[config.mk]
export PLATFORM = sky130hd
export DESIGN_NAME = aligned_periodic_report_timer
export DESIGN_NICKNAME = d
export VERILOG_FILES = /design/src/aprt_pkg.sv /design/src/aprt_step.sv /design/src/aligned_periodic_report_timer.sv
export SDC_FILE = /design/constraint.sdc
export NUM_CORES = 1
export LEC_CHECK = 0
export ABC_AREA = 0
export BUFFER_PORTS_ARGS = -buffer_cell sky130_fd_sc_hd__buf_2
export CAP_MARGIN = 20
export CORE_MARGIN = 2
export CORE_UTILIZATION = 30
export CTS_CLUSTER_DIAMETER = 30
export DETAILED_ROUTE_END_ITERATION = 8
export SYNTH_ARGS = -nofsm -noshare
export SYNTH_HDL_FRONTEND = slang
export SYNTH_SLANG_ARGS = --single-unit
[constraint.sdc]
create_clock -name clock -period 5.1 [get_ports clock]
set_input_delay 0.51 -clock clock [delete_from_list [all_inputs] [get_ports clock]]
set_output_delay 0.51 -clock clock [all_outputs]
set_load 0.005 [all_outputs]
[src/aprt_pkg.sv]
// Shared types, codes and constants of the aligned periodic report timer.
// No dependencies; used by aprt_step and the top level.
`timescale 1ns / 1ps

package aprt_pkg;

   typedef enum logic [1:0] {
      MODE_BOOT  = 2'd0,
      MODE_IWAIT = 2'd1,
      MODE_AWAIT = 2'd2,
      MODE_READY = 2'd3
   } mode_type;

   localparam logic OP_POLL      = 1'b0;
   localparam logic OP_SEND_DONE = 1'b1;

   localparam int unsigned CSR_INDEX_W  = 2;
   localparam logic [CSR_INDEX_W-1:0] CSR_INTERVAL = 2'd0;
   localparam logic [CSR_INDEX_W-1:0] CSR_ALIGN    = 2'd1;

   localparam logic [15:0] MIN_INTERVAL           = 16'd10;
   localparam logic [15:0] MAX_INTERVAL           = 16'd3600;
   localparam logic [15:0] MIN_INTERVAL_FOR_ALIGN = 16'd60;
   localparam logic [5:0]  ALIGN_WINDOW_END       = 6'd10;
   localparam logic [31:0] MAX_ALIGN_WAIT         = 32'd90;
   localparam logic [5:0]  DEFAULT_ALIGN          = 6'd0;
   localparam logic [5:0]  LAST_SECOND            = 6'd59;
   localparam logic [6:0]  SECONDS_PER_MINUTE     = 7'd60;
   localparam logic [15:0] RESET_INTERVAL         = 16'd300;

   typedef struct packed {
      logic [15:0] interval_seconds;
      logic [5:0]  align_second;
   } cfg_type;

   typedef struct packed {
      mode_type    mode;
      logic [31:0] interval_start;
      logic [31:0] align_wait_start;
   } state_type;

   typedef struct packed {
      logic        opcode;
      logic [31:0] current_time;
      logic [5:0]  second_of_minute;
      logic        time_synced;
   } item_type;

   typedef struct packed {
      logic        send_now;
      mode_type    mode;
      logic [15:0] seconds_until_send;
   } result_type;

   function automatic logic [15:0] clamp_interval(input logic [15:0] v);
      logic [15:0] r;
      r = v;
      if (v < MIN_INTERVAL) r = MIN_INTERVAL;
      else if (v > MAX_INTERVAL) r = MAX_INTERVAL;
      return r;
   endfunction

   function automatic logic [5:0] clamp_align(input logic [5:0] v);
      return (v > LAST_SECOND) ? DEFAULT_ALIGN : v;
   endfunction

endpackage

[src/aprt_step.sv]
// Next-state and result logic for one item of the report timer.
// Depends on aprt_pkg.
`timescale 1ns / 1ps

module aprt_step (
   input  aprt_pkg::cfg_type    cfg,
   input  aprt_pkg::state_type  state,
   input  aprt_pkg::item_type   item,
   output aprt_pkg::state_type  next_state,
   output aprt_pkg::result_type result
);

   logic [31:0] elapsed;
   logic [31:0] await_elapsed;
   logic        interval_done;
   logic        timeout;
   logic        aligned;
   logic        skip;
   logic        send_done;
   logic        send;
   logic [31:0] est_elapsed;
   logic        est_done;
   logic [6:0]  wrap_base;
   logic [6:0]  wrap_gap;
   logic [15:0] estimate;

   assign send_done     = (item.opcode == aprt_pkg::OP_SEND_DONE);
   assign elapsed       = item.current_time - state.interval_start;
   assign await_elapsed = item.current_time - state.align_wait_start;
   assign interval_done = (elapsed >= {16'd0, cfg.interval_seconds});
   assign timeout       = (await_elapsed >= aprt_pkg::MAX_ALIGN_WAIT);
   assign aligned       = (item.second_of_minute >= cfg.align_second) &&
                          (item.second_of_minute <= aprt_pkg::ALIGN_WINDOW_END);
   assign skip          = (cfg.interval_seconds < aprt_pkg::MIN_INTERVAL_FOR_ALIGN) ||
                          !item.time_synced;

   always_comb begin
      next_state = state;
      send       = 1'b0;
      priority if (send_done) begin
         next_state.interval_start = item.current_time;
         next_state.mode           = aprt_pkg::MODE_IWAIT;
      end else begin
         unique case (state.mode)
            aprt_pkg::MODE_BOOT, aprt_pkg::MODE_READY: begin
               send = 1'b1;
            end
            aprt_pkg::MODE_IWAIT: begin
               if (interval_done) begin
                  if (skip || aligned) begin
                     next_state.mode = aprt_pkg::MODE_READY;
                     send            = 1'b1;
                  end else begin
                     next_state.mode = aprt_pkg::MODE_AWAIT;
                  end
                  // start of the align wait is recorded even when it ends at once
                  if (!skip) next_state.align_wait_start = item.current_time;
               end
            end
            aprt_pkg::MODE_AWAIT: begin
               if (timeout || aligned) begin
                  next_state.mode = aprt_pkg::MODE_READY;
                  send            = 1'b1;
               end
            end
            default: ;
         endcase
      end
   end

   // Estimate from the mode after the step; a send-done restarts the interval.
   assign est_elapsed = send_done ? 32'd0 : elapsed;
   assign est_done    = (est_elapsed >= {16'd0, cfg.interval_seconds});
   assign wrap_base   = aprt_pkg::SECONDS_PER_MINUTE + {1'b0, cfg.align_second};
   assign wrap_gap    = wrap_base - {1'b0, item.second_of_minute};

   always_comb begin
      estimate = 16'd0;
      unique case (next_state.mode)
         aprt_pkg::MODE_IWAIT: begin
            if (!est_done) begin
               estimate = cfg.interval_seconds - est_elapsed[15:0];
            end else if (!skip && (item.second_of_minute < cfg.align_second)) begin
               estimate = {10'd0, cfg.align_second - item.second_of_minute};
            end
         end
         aprt_pkg::MODE_AWAIT: begin
            if (aligned) begin
               estimate = 16'd0;
            end else if (item.second_of_minute < cfg.align_second) begin
               estimate = {10'd0, cfg.align_second - item.second_of_minute};
            end else if ({1'b0, item.second_of_minute} <= wrap_base) begin
               estimate = {9'd0, wrap_gap};
            end
         end
         default: estimate = 16'd0;
      endcase
   end

   assign result.send_now           = send;
   assign result.mode               = next_state.mode;
   assign result.seconds_until_send = estimate;

endmodule

[src/aligned_periodic_report_timer.sv]
// Top level of the aligned periodic report timer: handshakes, state and result register.
// Depends on aprt_pkg and aprt_step.
`timescale 1ns / 1ps

// Aligned periodic report timer.
// The req_ channel carries one item per poll or per completed send: req_tuser is
// the opcode (poll or send done), req_tdata the time fields. For every item the
// rsp_ channel returns one item with the send decision, the mode after the step
// and an estimate of the seconds left until the next send.
// The csr_ channel writes the interval (index 0) and the aligned second (index 1);
// values are clamped as they are written. Write it only while the block is idle.
// An accepted item sits in the input register; its result is computed by
// aprt_step and lands in the result register once the output side is free,
// and rsp_tvalid rises as the result register is loaded.
// Throughput: one item per cycle while the output side is not stalled; the state
// update is a single pass through aprt_step (two 32-bit subtract-and-compare
// paths) between the input register and the state and result registers.
// A stalled rsp_tready holds the result register; the input register still takes
// one more item, then req_tready drops until the result is taken.
// Reset (synchronous, active high) empties both registers, sets the mode to boot,
// clears the timestamps, loads interval 300 and aligned second 0, and holds
// req_tready and csr_ready low.

module aligned_periodic_report_timer (
   input  logic        clock,
   input  logic        reset,
   // request channel
   input  logic        req_tvalid,
   output logic        req_tready,
   input  logic [39:0] req_tdata,   // current_time[31:0], second_of_minute[37:32],
                                    // time_synced[38], zero[39]
   input  logic        req_tuser,   // opcode[0]
   // response channel
   output logic        rsp_tvalid,
   input  logic        rsp_tready,
   output logic [23:0] rsp_tdata,   // send_now[0], mode[2:1],
                                    // seconds_until_send[18:3], zero[23:19]
   // configuration write channel
   input  logic        csr_valid,
   output logic        csr_ready,
   input  logic [aprt_pkg::CSR_INDEX_W-1:0] csr_index,
   input  logic [15:0] csr_data
);

   aprt_pkg::cfg_type    cfg_ff, cfg_in;
   aprt_pkg::state_type  state_ff, state_next;
   aprt_pkg::item_type   item_ff, item_in;
   aprt_pkg::result_type rsp_data_ff, step_result;
   logic                 item_valid_ff;
   logic                 rsp_valid_ff;
   logic                 advance;
   logic                 req_fire;

   // the result register frees when empty or taken this cycle
   assign advance    = !rsp_valid_ff || rsp_tready;
   assign req_tready = !reset && (!item_valid_ff || advance);
   assign req_fire   = req_tvalid && req_tready;
   assign csr_ready  = !reset;

   assign item_in.opcode           = req_tuser;
   assign item_in.current_time     = req_tdata[31:0];
   assign item_in.second_of_minute = req_tdata[37:32];
   assign item_in.time_synced      = req_tdata[38];

   always_comb begin
      cfg_in = cfg_ff;
      if (csr_valid && csr_ready) begin
         if (csr_index == aprt_pkg::CSR_INTERVAL) begin
            cfg_in.interval_seconds = aprt_pkg::clamp_interval(csr_data);
         end else if (csr_index == aprt_pkg::CSR_ALIGN) begin
            cfg_in.align_second = aprt_pkg::clamp_align(csr_data[5:0]);
         end
      end
   end

   aprt_step u_step (
      .cfg        (cfg_ff),
      .state      (state_ff),
      .item       (item_ff),
      .next_state (state_next),
      .result     (step_result)
   );

   always_ff @(posedge clock) begin
      if (reset) begin
         cfg_ff.interval_seconds <= aprt_pkg::clamp_interval(aprt_pkg::RESET_INTERVAL);
         cfg_ff.align_second     <= aprt_pkg::clamp_align(aprt_pkg::DEFAULT_ALIGN);
         state_ff.mode             <= aprt_pkg::MODE_BOOT;
         state_ff.interval_start   <= 32'd0;
         state_ff.align_wait_start <= 32'd0;
         item_valid_ff <= 1'b0;
         rsp_valid_ff  <= 1'b0;
      end else begin
         cfg_ff <= cfg_in;
         // move the held item into the result register and commit its state
         if (advance) begin
            rsp_valid_ff <= item_valid_ff;
            if (item_valid_ff) state_ff <= state_next;
         end
         if (req_fire) begin
            item_valid_ff <= 1'b1;
         end else if (advance) begin
            item_valid_ff <= 1'b0;
         end
      end
   end

   // payload registers: no reset
   always_ff @(posedge clock) begin
      if (req_fire) item_ff <= item_in;
      if (advance && item_valid_ff) rsp_data_ff <= step_result;
   end

   assign rsp_tvalid = rsp_valid_ff;
   assign rsp_tdata  = {5'd0, rsp_data_ff.seconds_until_send,
                        rsp_data_ff.mode, rsp_data_ff.send_now};

endmodule

* Word-level counts from Yosys, hierarchy flattened *
Index checks and enable logic that the tools add are counted.

cells by class
  $add $sub $neg = 6
  magnitude comparators = 11
  equal/unequal tests = 6
  mux-type cells = 21
  bitwise logic cells = 3
  reduce and logical (&&, ||, !) cells = 25

operator list
  kind                  number
  $mux 16               5
  $ge 32x16->1          2
  $sub 32x32->32        2
  $ge 32x7->1 const B   1
  $mux 32               1
  $pmux 16 s2           1
  $gt 16x12->1 const B  1
  $lt 16x4->1 const B   1
  $lt 16x6->1 const B   1
  $sub 16x16->16        1
  $mux 6                2
  $add 6x6->7 const A   1
  $le 6x7->1            1
  $mux 7                1
  $sub 7x6->7           1
  $eq 2x1->1 const B    3
  $eq 2x2->1 const B    3
  $ge 6x6->1            1
  $gt 6x6->1 const B    1
  $le 6x4->1 const B    1
  $logic_and 1x1->1     6
  $lt 6x6->1            1
  $mux 1                6
  $mux 2                3
  12 further kinds      25

word-level totals
  register bits after elaboration = 149
  input bits = 64
  output and inout bits = 27
  logic and storage cells = 86

* Logic depth before layout (Yosys ltp) *
Gate-level depths: netlist of the first run.

  depth after elaboration = 9
  depth in mapped cells = 26
  depth with buffers taken out = 25

* Cells and area by module *
A second synthesis of the first run with hierarchy kept.

unflattened totals
  cells, all modules = 1607
  area total of the unflattened synthesis = 12674.7 sq um

by module, submodules not included
  module                         times used  cells each  area an instance (sq um)  seq. area each (sq um)
  aprt_step                      1           1146        7617.3                    0.0
  aligned_periodic_report_timer  1           461         5057.4                    3573.4

* Least setup slack after synthesis of the first run *
No wires, ideal clock.

  path type = reg2reg
  start = register item_ff[7] (netlist name)
  end = register rsp_data_ff, in the netlist rsp_tdata[9] (data pin)
  setup time = 152 ps
  data arrival time = 5313 ps
  data required time = 4948 ps
  setup slack = -366 ps
  stages on the path, launching flop included = 26
  buffers on the path = 0
  period minus slack after synthesis = 5466 ps
  cell sequence = edfxtp_1 inv_1 ha_1 inv_1 fa_1 a211oi_2 o211ai_2 inv_1 nor2_1 o21a_1 nor2_1 xnor2_1 ha_1 a21o_1 a211oi_1 nand2b_1 a211oi_1 o21ai_0 or4_1 a311o_1 a211oi_1 ha_1 nor2b_1 nand2_1 or4b_2 o21ai_0

RTL lines
  what                      line                                  source
  start: declaration        aligned_periodic_report_timer.sv:47   aprt_pkg::item_type item_ff, item_in;
  start signal: assignment  aligned_periodic_report_timer.sv:110  if (req_fire) item_ff <= item_in;
  end signal: assignment    aligned_periodic_report_timer.sv:111  if (advance && item_valid_ff) rsp_data_ff <= step_result;
  end: declaration          aligned_periodic_report_timer.sv:48   aprt_pkg::result_type rsp_data_ff, step_result;

==> reports/results.ini, run 1 <==
[die]
dieArea_mm2=0.0402
ioPinCount=91
initial_core_util_pct=30.6
core_area_mm2=0.0378
dieWidth_um=201
std_cell_rows=71
die_h_um=201

[critical_path]
end_kind=flop
crit_type=reg2reg
worstPathRequired_ns=5.28
cp-start-kind=flop
arrival_ns=5.67
slowest_stage=or4_4
critPathTopFamily=compound AO/OA/AOI/OAI gates
crit_buf_inv=6
max_stage_delay_ns=0.43
crit_path_max_fanout=6
cpMostUsedCell=inv_2

[power_and_ir_drop]
pwr-share-comb_pct=24.9
switching_power_uw=1010
p_per_area_mw_per_mm2=237
leakage_uw=0.00611
ir_drop_mv=0.235
p_seq_share_pct=38.1
p_int_uw=2420
p_clk_share_pct=37.0
netSwitchingFraction_pct=29.5

[clock_tree]
cts_hold_buf=0
clock_sinks=149
cts_tree=built
numCtsBuffers=17
root_buffer=clkbuf_16
clock_path_buffers=2
ctsHtreeMaxLevel=4
clock_latency_ns=0.44
cts.clk_slew.worst_paths_ns=0.06

[timing]
relSlewSlack_pct=39.8
worst_pin_slew_ns=0.903
setup_tns_ns=-5.77
finalHoldViolCount=0
finalWorstSetupSlack_ns=-0.393
fin_skew_ns=0.00991
rsz0062_at_grt=yes
holdWs_ns=0.236
finalCriticalPeriod_ns=5.49
min_period_over_period_pct=108
clock.fmax_ghz=0.182
slew_viol_final=0
final-setup-viol-count=16

[global_route]
grt_pass1_wl_mm=52.9
overflow=0
groute.usage.overall_pct=16.2
grt_max_degree=81
antenna_found_initial=0
grt_pass1_vias=10337

[yosys]
synth_compound_gate_area_share_pct=22.0
synth_edf_count=59
synth_top_family_by_area=compound AO/OA/AOI/OAI gates
synth_top_cell_by_area=dfxtp_1
ys_ff_latch=149
avgSynthCellArea_um2=8.31
async_reset_ff_share_pct=0
ys_seq_area_share_pct=30.8
synthTopCellsByArea=dfxtp_1 (16%), edfxtp_1 (15%), ha_1 (13%), a21oi_1 (5.3%), nand2_1 (5.0%)
syn_area_mm2=0.0116
synth-adder-area-share_pct=14.2
synth_flop_cell=dfxtp_1
synth_xor_area_share_pct=4.16
yosysMostFrequentCell=nand2_1
synth_mux_area_share_pct=3.28
yosys.area_share.simple_pct=18.6
syn-instance-count=1394
synth.distinct_cells=89
synth_top_area_share_pct=15.5
synth_top_cells_by_count=nand2_1 (154), inv_1 (135), ha_1 (125), a21oi_1 (122), nor2_1 (112)
synth_warnings=0

[detailed_routing]
avgViaCountPerCell=5.00
antenna_left=0
wire_per_inst_um=15.3
dr_total_vias=10680
drcViolationCount=0
first_pass_iters=5
drt_iter0_drc=703
wl_mm=32.7

[place]
port_buffers=84
dp.final_hpwl_mm=25.7
place.gp.congestion=0.875

[finish]
n_antenna_cell=0
layout.nets=1805
area_growth_pct=25.1
nFillCells=3932
layout-drive-gt1-share_pct=21.5
utilization_pct=38.3

[run]
cap_viol_max_count=0

[outcome]
status=complete, but fails checks
violations=setup timing

[worst_hold_path]
hold_path.class=in2reg

-- kinds of logic (layout without fill, tap and decap cells) --
group	after synthesis	in the layout
buffers and inverters	190	417
multiplexers	38	38
XOR/XNOR	55	55
adder cells (fa/ha/maj)	129	129
AND/OR/NAND/NOR	448	448
other	1	5
flip-flops	149	149
AO/OA/AOI/OAI	384	384
-- power groups by stage --
stage          Sequential (uW)  Clock (uW)  Combinational, uW
3_3_place_gp              1330           0                782
6_report                  1310        1270                856
2_1_floorplan             1330           0                532
4_1_cts                   1310        1300                827
5_1_grt                   1310        1350                950
3_5_place_dp              1340           0                794
-- final timing paths --
path / start / endpoint / slack, ns / cells after the start
hold / removal: req_tdata[17] / item_ff[24] / 0.24 / 1
hold reg to reg: state_ff[38] / state_ff[38] / 0.45 / 2
setup / recovery: item_ff[7] / rsp_tdata[18] / -0.39 / 27
setup reg to reg: item_ff[7] / rsp_tdata[18] / -0.39 / 27
-- stage by stage --
stage | setup slack (ns) | total power, uW | cells | instance area (um^2)
floorplan | -0.185 | 1860 | 1398 | 11600
global placement | -0.482 | 2120 | 2078 | 13500
detailed placement | -0.665 | 2130 | 2078 | 13500
CTS | -0.518 | 3440 | 2131 | 14300
global route | -0.646 | 3620 | 2136 | 14500
finish | -0.393 | 3440 | 2136 | 14500
-- placed cells by master (no fill, tap or decap), types with 5 or more instances in the layout --
master and n:
a21o_1 32, dfxtp_1 90, or3_1 6, clkbuf_16 20, and2_1 15, ha_1 121, edfxtp_1 59, xor2_1 24
a21oi_2 9, nor2_1 105, o31ai_1 8, a31oi_1 16, o221ai_1 6, a21oi_1 121, buf_4 155, o22ai_1 5
nand2b_1 13, nor4_1 10, a211o_1 6, o21ai_1 8, inv_1 132, o21bai_1 9, xnor2_1 30, a211oi_1 13
buf_6 5, and3_1 7, o21a_1 14, nand4b_1 6, mux2i_1 38, nor3_1 25, nand3_1 38, o21ai_0 55
conb_1 5, buf_2 84, nand2_1 153, o211ai_1 17, nor2b_1 11, nand4_1 17
-- state kept, by name, indices dropped and copies added, names as in the netlist --
register	count
item_valid_ff	1
cfg_ff	22
rsp_tvalid	1
state_ff	66
item_ff	40
rsp_tdata	19
-- per-layer routing --
| metal | GRT usage, % | up-vias | share of wire [%] |
|---|---|---|---|
| met5 | 0 | - | 0 |
| met4 | 5.53 | 0 | 2.1 |
| met3 | 2.91 | 36 | 4.7 |
| met2 | 26.6 | 251 | 46 |
| met1 | 21.4 | 4979 | 47 |
| li1 | - | 5414 | - |
-- area by class of cell --
| type | instances | area [um^2] | share of cell area (%) |
|---|---|---|---|
| clock buffer | 25 | 522 | 3.60 |
| clock inverter | 7 | 68.8 | 0.475 |
| inverter | 136 | 510 | 3.52 |
| multi-input combinational | 1059 | 7430 | 51.3 |
| sequential | 149 | 3570 | 24.6 |
| tap | 511 | 639 | 4.41 |
| timing repair buffer | 249 | 1750 | 12.1 |
-- what timing repair did --
action                     CTS  global route
setup endpoints to repair   16            19
pin swaps                   24            17
cloned                       0             1
buffers inserted            23             3
gates resized for setup     29            16
Note: power is estimated with default switching activity, not from simulation.
==> inputs of run 2 (changes only) <==
--- a/config.mk
+++ b/config.mk
@@ -8,10 +8,12 @@
 export ABC_AREA = 0
 export BUFFER_PORTS_ARGS = -buffer_cell sky130_fd_sc_hd__buf_2
 export CAP_MARGIN = 20
+export CORE_ASPECT_RATIO = 2
 export CORE_MARGIN = 2
 export CORE_UTILIZATION = 30
 export CTS_CLUSTER_DIAMETER = 30
 export DETAILED_ROUTE_END_ITERATION = 8
 export SYNTH_ARGS = -nofsm -noshare
 export SYNTH_HDL_FRONTEND = slang
+export SYNTH_HIERARCHICAL = 1
 export SYNTH_SLANG_ARGS = --single-unit
==> reports/results.ini, run 2 <==
[outcome]
status=complete, but fails checks
violations=setup timing

[critical_path]
crit_type=reg2reg
reg2reg_depth=21  ; -22%
end_kind=flop
worstPathRequired_ns=5.30  ; +0.02 ns
timing.reg2reg.setup_slack_ns=-0.01  ; +0.38 ns
crit_path_max_fanout=7  ; +1
arrival_ns=5.32  ; -0.35 ns
cp-start-kind=flop

[timing]
relSlewSlack_pct=46.5  ; +6.7 points
min_period_over_period_pct=100  ; -7.4 points
final-setup-viol-count=1  ; -15
finalHoldViolCount=0  ; unchanged
clock.fmax_ghz=0.196  ; +7.4%
finalCriticalPeriod_ns=5.11  ; -0.379 ns
fin_skew_ns=0.0140  ; +0.00405 ns
finalWorstSetupSlack_ns=-0.0136  ; +0.379 ns
rsz0062_at_grt=yes
slew_viol_final=0  ; unchanged
worst_pin_slew_ns=0.803  ; -0.0999 ns

[detailed_routing]
antenna_left=0  ; unchanged
drcViolationCount=0  ; unchanged
avgViaCountPerCell=5.29  ; +5.9%
drt_iter0_drc=579  ; -18%
wire_per_inst_um=18.3  ; +19%
wl_mm=42.5  ; +30%
first_pass_iters=5  ; unchanged
dr_total_vias=12326  ; +15%

[clock_tree]
clock_sinks=149  ; unchanged
cts_tree=built
clock_path_buffers=2  ; unchanged
root_buffer=clkbuf_16
ctsHtreeMaxLevel=4  ; unchanged
clock_latency_ns=0.45  ; about the same
numCtsBuffers=17  ; unchanged
cts.clk_slew.worst_paths_ns=0.07  ; about the same

[power_and_ir_drop]
power.total_uw=3610  ; +5.1%
leakage_uw=0.00615  ; +0.81%
p_per_area_mw_per_mm2=234  ; -1.0%
ir_drop_mv=0.205  ; -13%

[place]
dp.final_hpwl_mm=33.2  ; +29%
port_buffers=84  ; unchanged
place_ws_ns=-0.260  ; +0.405 ns
dpl.cell_count=2277  ; +9.6%
place_area_mm2=0.0143  ; +6.2%
place.gp.congestion=0.950  ; +8.5%

[finish]
final_cell_mix=nand2_1 (262), a21oi_1 (156), inv_1 (140)
area_growth_pct=21.5
final_common_cell=nand2_1
stdcell_count=2328  ; +9.0%
layout.nets=1969  ; +9.1%
multi_input_area_mm2=0.00848  ; +14%
n_antenna_cell=0  ; unchanged
largest_reg_flops=66  ; unchanged
nFillCells=4335  ; +10%
regArea_mm2=0.00357  ; unchanged
reg_top3=state_ff (66), item_ff (40), cfg_ff (22)
fin_area_mm2=0.0154  ; +6.2%
layout-drive-gt1-share_pct=20.5  ; -1.0 points
largest-register=state_ff

[die]
dieArea_mm2=0.0440  ; +9.4%
dieWidth_um=149  ; -26%
core_area_mm2=0.0418  ; +10%
ioPinCount=91  ; unchanged
initial_core_util_pct=30.3  ; -0.28 points
die_h_um=295  ; +47%
std_cell_rows=106  ; +49%

[global_route]
grt_pass1_vias=12414  ; +20%
antenna_found_initial=0  ; unchanged
overflow=0  ; unchanged
grt_pass1_wl_mm=64.3  ; +22%
grt_max_degree=67  ; -17%
groute.usage.overall_pct=18.9  ; +2.7 points

[yosys]
synth.distinct_cells=90  ; +1.1%
synth_flop_cell=dfxtp_1
ys_ff_latch=149  ; unchanged
avgSynthCellArea_um2=7.89  ; -5.1%
async_reset_ff_share_pct=0  ; unchanged
synth_edf_count=59  ; unchanged
syn_area_mm2=0.0127  ; +9.4%
synth_warnings=6  ; +6
synth_top_area_share_pct=14.2  ; -1.3 points
synth_top_cells_by_count=nand2_1 (264), a21oi_1 (161), inv_1 (142), ha_1 (125), nor2_1 (91)
synth_top_cell_by_area=dfxtp_1
yosysMostFrequentCell=nand2_1
syn-instance-count=1607  ; +15%
ys_seq_area_share_pct=28.2  ; -2.6 points
synthTopCellsByArea=dfxtp_1 (14%), edfxtp_1 (14%), ha_1 (12%), nand2_1 (7.8%), a21oi_1 (6.4%)

[worst_hold_path]
hold_path.class=in2reg
worstHoldPathCells=1  ; unchanged

[run]
cap_viol_max_count=0  ; unchanged

[run 2: metrics by stage]
step / setup TNS, ns / utilization [%] / hold slack [ns]
finish: -0.0136 / 36.8 / 0.229
global route: -0.785 / 36.8 / 0.209
CTS: 0 / 36.0 / 0.201
detailed placement: -2.43 / 34.2 / 0.447
global placement: -1.21 / 34.2 / 0.441
floorplan: 0 / - / 0.436
[run 2: worst max-delay path, cell delays in order (launching register included)]
cell and delay, ns:
edfxtp_1 0.44, ha_4 0.30, buf_4 0.13, o211ai_1 0.11
a21oi_2 0.25, o21ai_2 0.11, buf_4 0.13, buf_4 0.12
buf_4 0.12, a21o_4 0.22, mux2_1 0.34, or4b_1 0.54
or4_4 0.49, buf_4 0.16, nor3_2 0.17, a31oi_1 0.13
o211a_1 0.18, ha_4 0.30, buf_6 0.11, nand2b_4 0.12
nor2_2 0.04, a221o_1 0.34
[run 2: report_power, final]
part	switching, uW	total [uW]	internal (uW)
Sequential	30.8	1310	1280
Clock	551	1350	795
Combinational	557	955	398
[run 2: metal layers]
metal / share of wire [%] / routed length [um] / GRT usage [%] / vias to the layer above
met5: 0 / 0 / 0 / -
met4: 7.3 / 3090 / 13.6 / 0
met3: 2.8 / 1180 / 2.12 / 138
met2: 57 / 24200 / 38.1 / 337
met1: 33 / 14000 / 16.7 / 5831
li1: - / - / - / 6020
[run 2: timing repair]
item                       4_1_cts  5_1_grt
setup endpoints to repair       15       15
setup buffers                    6       15
pin swaps                       13       32
resized for setup               18       43
cloned                           0        1
hold buffers                     0        0
hold endpoints to repair         0        0
[run 2: layout make-up]
| cell class | count | area share (%) |
|---|---|---|
| multi-input combinational | 1240 | 55.1 |
| tap | 540 | 4.39 |
| inverter | 144 | 3.51 |
| sequential | 149 | 23.2 |
| clock buffer | 20 | 2.97 |
| clock inverter | 11 | 0.959 |
| timing repair buffer | 224 | 9.84 |
[run 2: logic make-up after synthesis]
| logic type | synth area share [%] |
|---|---|
| multiplexers | 4.55 |
| flip-flops | 28.2 |
| buffers and inverters | 7.61 |
| other | 0.0296 |
| adder cells (fa/ha/maj) | 13.0 |
| AND/OR/NAND/NOR | 21.1 |
| AO/OA/AOI/OAI | 22.2 |
| XOR/XNOR | 3.32 |
[run 2: final timing paths]
kind | startpoint | endpoint
worst max-delay path | item_ff[11] | rsp_tdata[5]
worst min-delay path | req_tdata[16] | item_ff[23]
worst max register to register | item_ff[11] | rsp_tdata[5]
worst min register to register | state_ff[60] | state_ff[60]
==> inputs of run 3 (changes only) <==
--- a/config.mk
+++ b/config.mk
@@ -13,6 +13,8 @@
 export CORE_UTILIZATION = 30
 export CTS_CLUSTER_DIAMETER = 30
 export DETAILED_ROUTE_END_ITERATION = 8
+export PLACE_DENSITY = 0.47
+export SKIP_LAST_GASP = 1
 export SYNTH_ARGS = -nofsm -noshare
 export SYNTH_HDL_FRONTEND = slang
 export SYNTH_HIERARCHICAL = 1
==> reports/results.ini, run 3 (synthesis gave the netlist of run 2 again) <==
[outcome]
status=finished, final reports clean

[finish]
final_common_cell=nand2_1
n_antenna_cell=0  ; unchanged
utilization_pct=37.0  ; +0.16 points
fin_area_mm2=0.0155  ; +0.43%
largest-register=state_ff
layout-drive-gt1-share_pct=20.9  ; +0.34 points
final_cell_mix=nand2_1 (264), a21oi_1 (156), buf_4 (154)
regArea_mm2=0.00357  ; unchanged
largest_reg_flops=66  ; unchanged
area_growth_pct=22.0
nFillCells=4374  ; +0.90%
layout.nets=1987  ; +0.91%
multi_input_area_mm2=0.00839  ; -1.1%
reg_top3=state_ff (66), item_ff (40), cfg_ff (22)

[timing]
finalHoldViolCount=0  ; unchanged
worst_pin_slew_ns=0.810  ; +0.00721 ns
min_period_over_period_pct=96.1  ; -4.1 points
clock.fmax_ghz=0.204  ; +4.3%
final-setup-viol-count=0  ; -1
finalWorstSetupSlack_ns=0.196  ; +0.210 ns
slew_viol_final=0  ; unchanged
relSlewSlack_pct=46.0  ; -0.48 points
rsz0062_at_grt=yes
fin_skew_ns=0.0159  ; +0.00192 ns
finalCriticalPeriod_ns=4.90  ; -0.210 ns

[critical_path]
crit_type=reg2reg
crit_path_max_fanout=7  ; unchanged
end_kind=flop
cp-start-kind=flop
arrival_ns=5.12  ; -0.20 ns
worstPathRequired_ns=5.31  ; about the same

[die]
dieArea_mm2=0.0440  ; unchanged
ioPinCount=91  ; unchanged
core_area_mm2=0.0418  ; unchanged
die_h_um=295  ; unchanged
dieWidth_um=149  ; unchanged
std_cell_rows=106  ; unchanged
initial_core_util_pct=30.3  ; unchanged

[detailed_routing]
dr_total_vias=12118  ; -1.7%
antenna_left=0  ; unchanged
first_pass_iters=5  ; unchanged
wire_per_inst_um=18.8  ; +3.2%
drcViolationCount=0  ; unchanged
avgViaCountPerCell=5.16  ; -2.5%
drt_iter0_drc=524  ; -9.5%
wl_mm=44.2  ; +4.1%

[clock_tree]
clock_sinks=149  ; unchanged
cts.clk_slew.worst_paths_ns=0.07  ; about the same
root_buffer=clkbuf_16
cts_hold_buf=0  ; unchanged
numCtsBuffers=17  ; unchanged
ctsHtreeMaxLevel=4  ; unchanged
clock_latency_ns=0.46  ; about the same
clock_path_buffers=2  ; unchanged
cts_tree=built

[global_route]
grt_pass1_vias=12301  ; -0.91%
overflow=0  ; unchanged
groute.usage.overall_pct=20.3  ; +1.3 points
grt_max_degree=65  ; -3.0%
grt_pass1_wl_mm=67.4  ; +4.8%
antenna_found_initial=0  ; unchanged

[place]
place_area_mm2=0.0146  ; +1.9%
place_ws_ns=-0.500  ; -0.240 ns
place.gp.congestion=0.906  ; -4.6%
dp.final_hpwl_mm=35.4  ; +6.8%
port_buffers=84  ; unchanged

[power_and_ir_drop]
ir_drop_mv=0.208  ; +1.5%
leakage_uw=0.00624  ; +1.3%
power.total_uw=3620  ; +0.22%
p_per_area_mw_per_mm2=234  ; -0.21%

[worst_hold_path]
hold_path.class=in2reg

[run]
cap_viol_max_count=0  ; unchanged

run 3: cell count changes in the layout (fill, tap and decap cells not counted), moves of 2 or more:
cell and delta:
buf_12 +2, clkinv_4 +2, clkinvlp_4 -2, buf_6 -4
nand2_2 -2, buf_4 +21, nand2_1 +2, nor2_2 -2
nor2_1 +2, a31oi_1 +2
run 3: critical path, stage by stage (launching register included):
cell and delay, ns:
edfxtp_1 0.44, ha_4 0.29, buf_4 0.13, o211ai_1 0.10
a21oi_2 0.23, o21ai_2 0.10, buf_4 0.13, buf_4 0.13
a21o_1 0.25, mux2_1 0.33, or4b_1 0.54, or4_4 0.48
o41ai_2 0.37, a211o_1 0.22, inv_2 0.06, ha_4 0.28
buf_6 0.11, nand2b_4 0.11, nor2_1 0.05, a221o_1 0.30
run 3: metrics by stage:
stage               setup TNS (ns)  instances  hold slack (ns)
CTS                              0       2345            0.193
global route               -0.0127       2347            0.201
floorplan                        0       1611            0.436
global placement             -3.93       2310            0.441
detailed placement           -6.09       2310            0.446
finish                           0       2347            0.219
run 3: what timing repair did:
| action | 4_1_cts | 5_1_grt |
|---|---|---|
| setup buffers | 4 | 2 |
| hold endpoints to repair | 0 | 0 |
| pin swaps | 16 | 13 |
| setup endpoints to repair | 15 | 15 |
| gates resized for setup | 17 | 23 |
run 3: layout make-up:
cell class / count / share of cell area [%]
inverters: 144 / 3.50
multi-input cells: 1239 / 54.3
clock inverters: 12 / 0.906
flip-flops and latches: 149 / 23.1
repair buffers: 243 / 10.8
clock buffers: 20 / 3.03
well taps: 540 / 4.37
run 3: metal layers:
layer / track usage [%] / routed length, um / vias up
li1: - / - / 6061
met4: 11.2 / 2340 / 0
met5: 0 / 0 / -
met2: 42.5 / 26200 / 230
met1: 18.0 / 14700 / 5730
met3: 2.12 / 1020 / 97
run 3: worst paths after layout:
| check | slack, ns | endpoint | cells past startpoint | startpoint |
|---|---|---|---|---|
| max | 0.20 | rsp_tdata[5] | 19 | item_ff[11] |
| min | 0.22 | item_ff[22] | 1 | req_tdata[15] |
| max reg2reg | 0.20 | rsp_tdata[5] | 19 | item_ff[11] |
| min reg2reg | 0.45 | state_ff[39] | 2 | state_ff[39] |
run 3: power by group:
part / switching [uW] / total, uW / internal, uW
combinational: 555 / 957 / 402
clock: 582 / 1350 / 771
sequential: 28.9 / 1310 / 1280
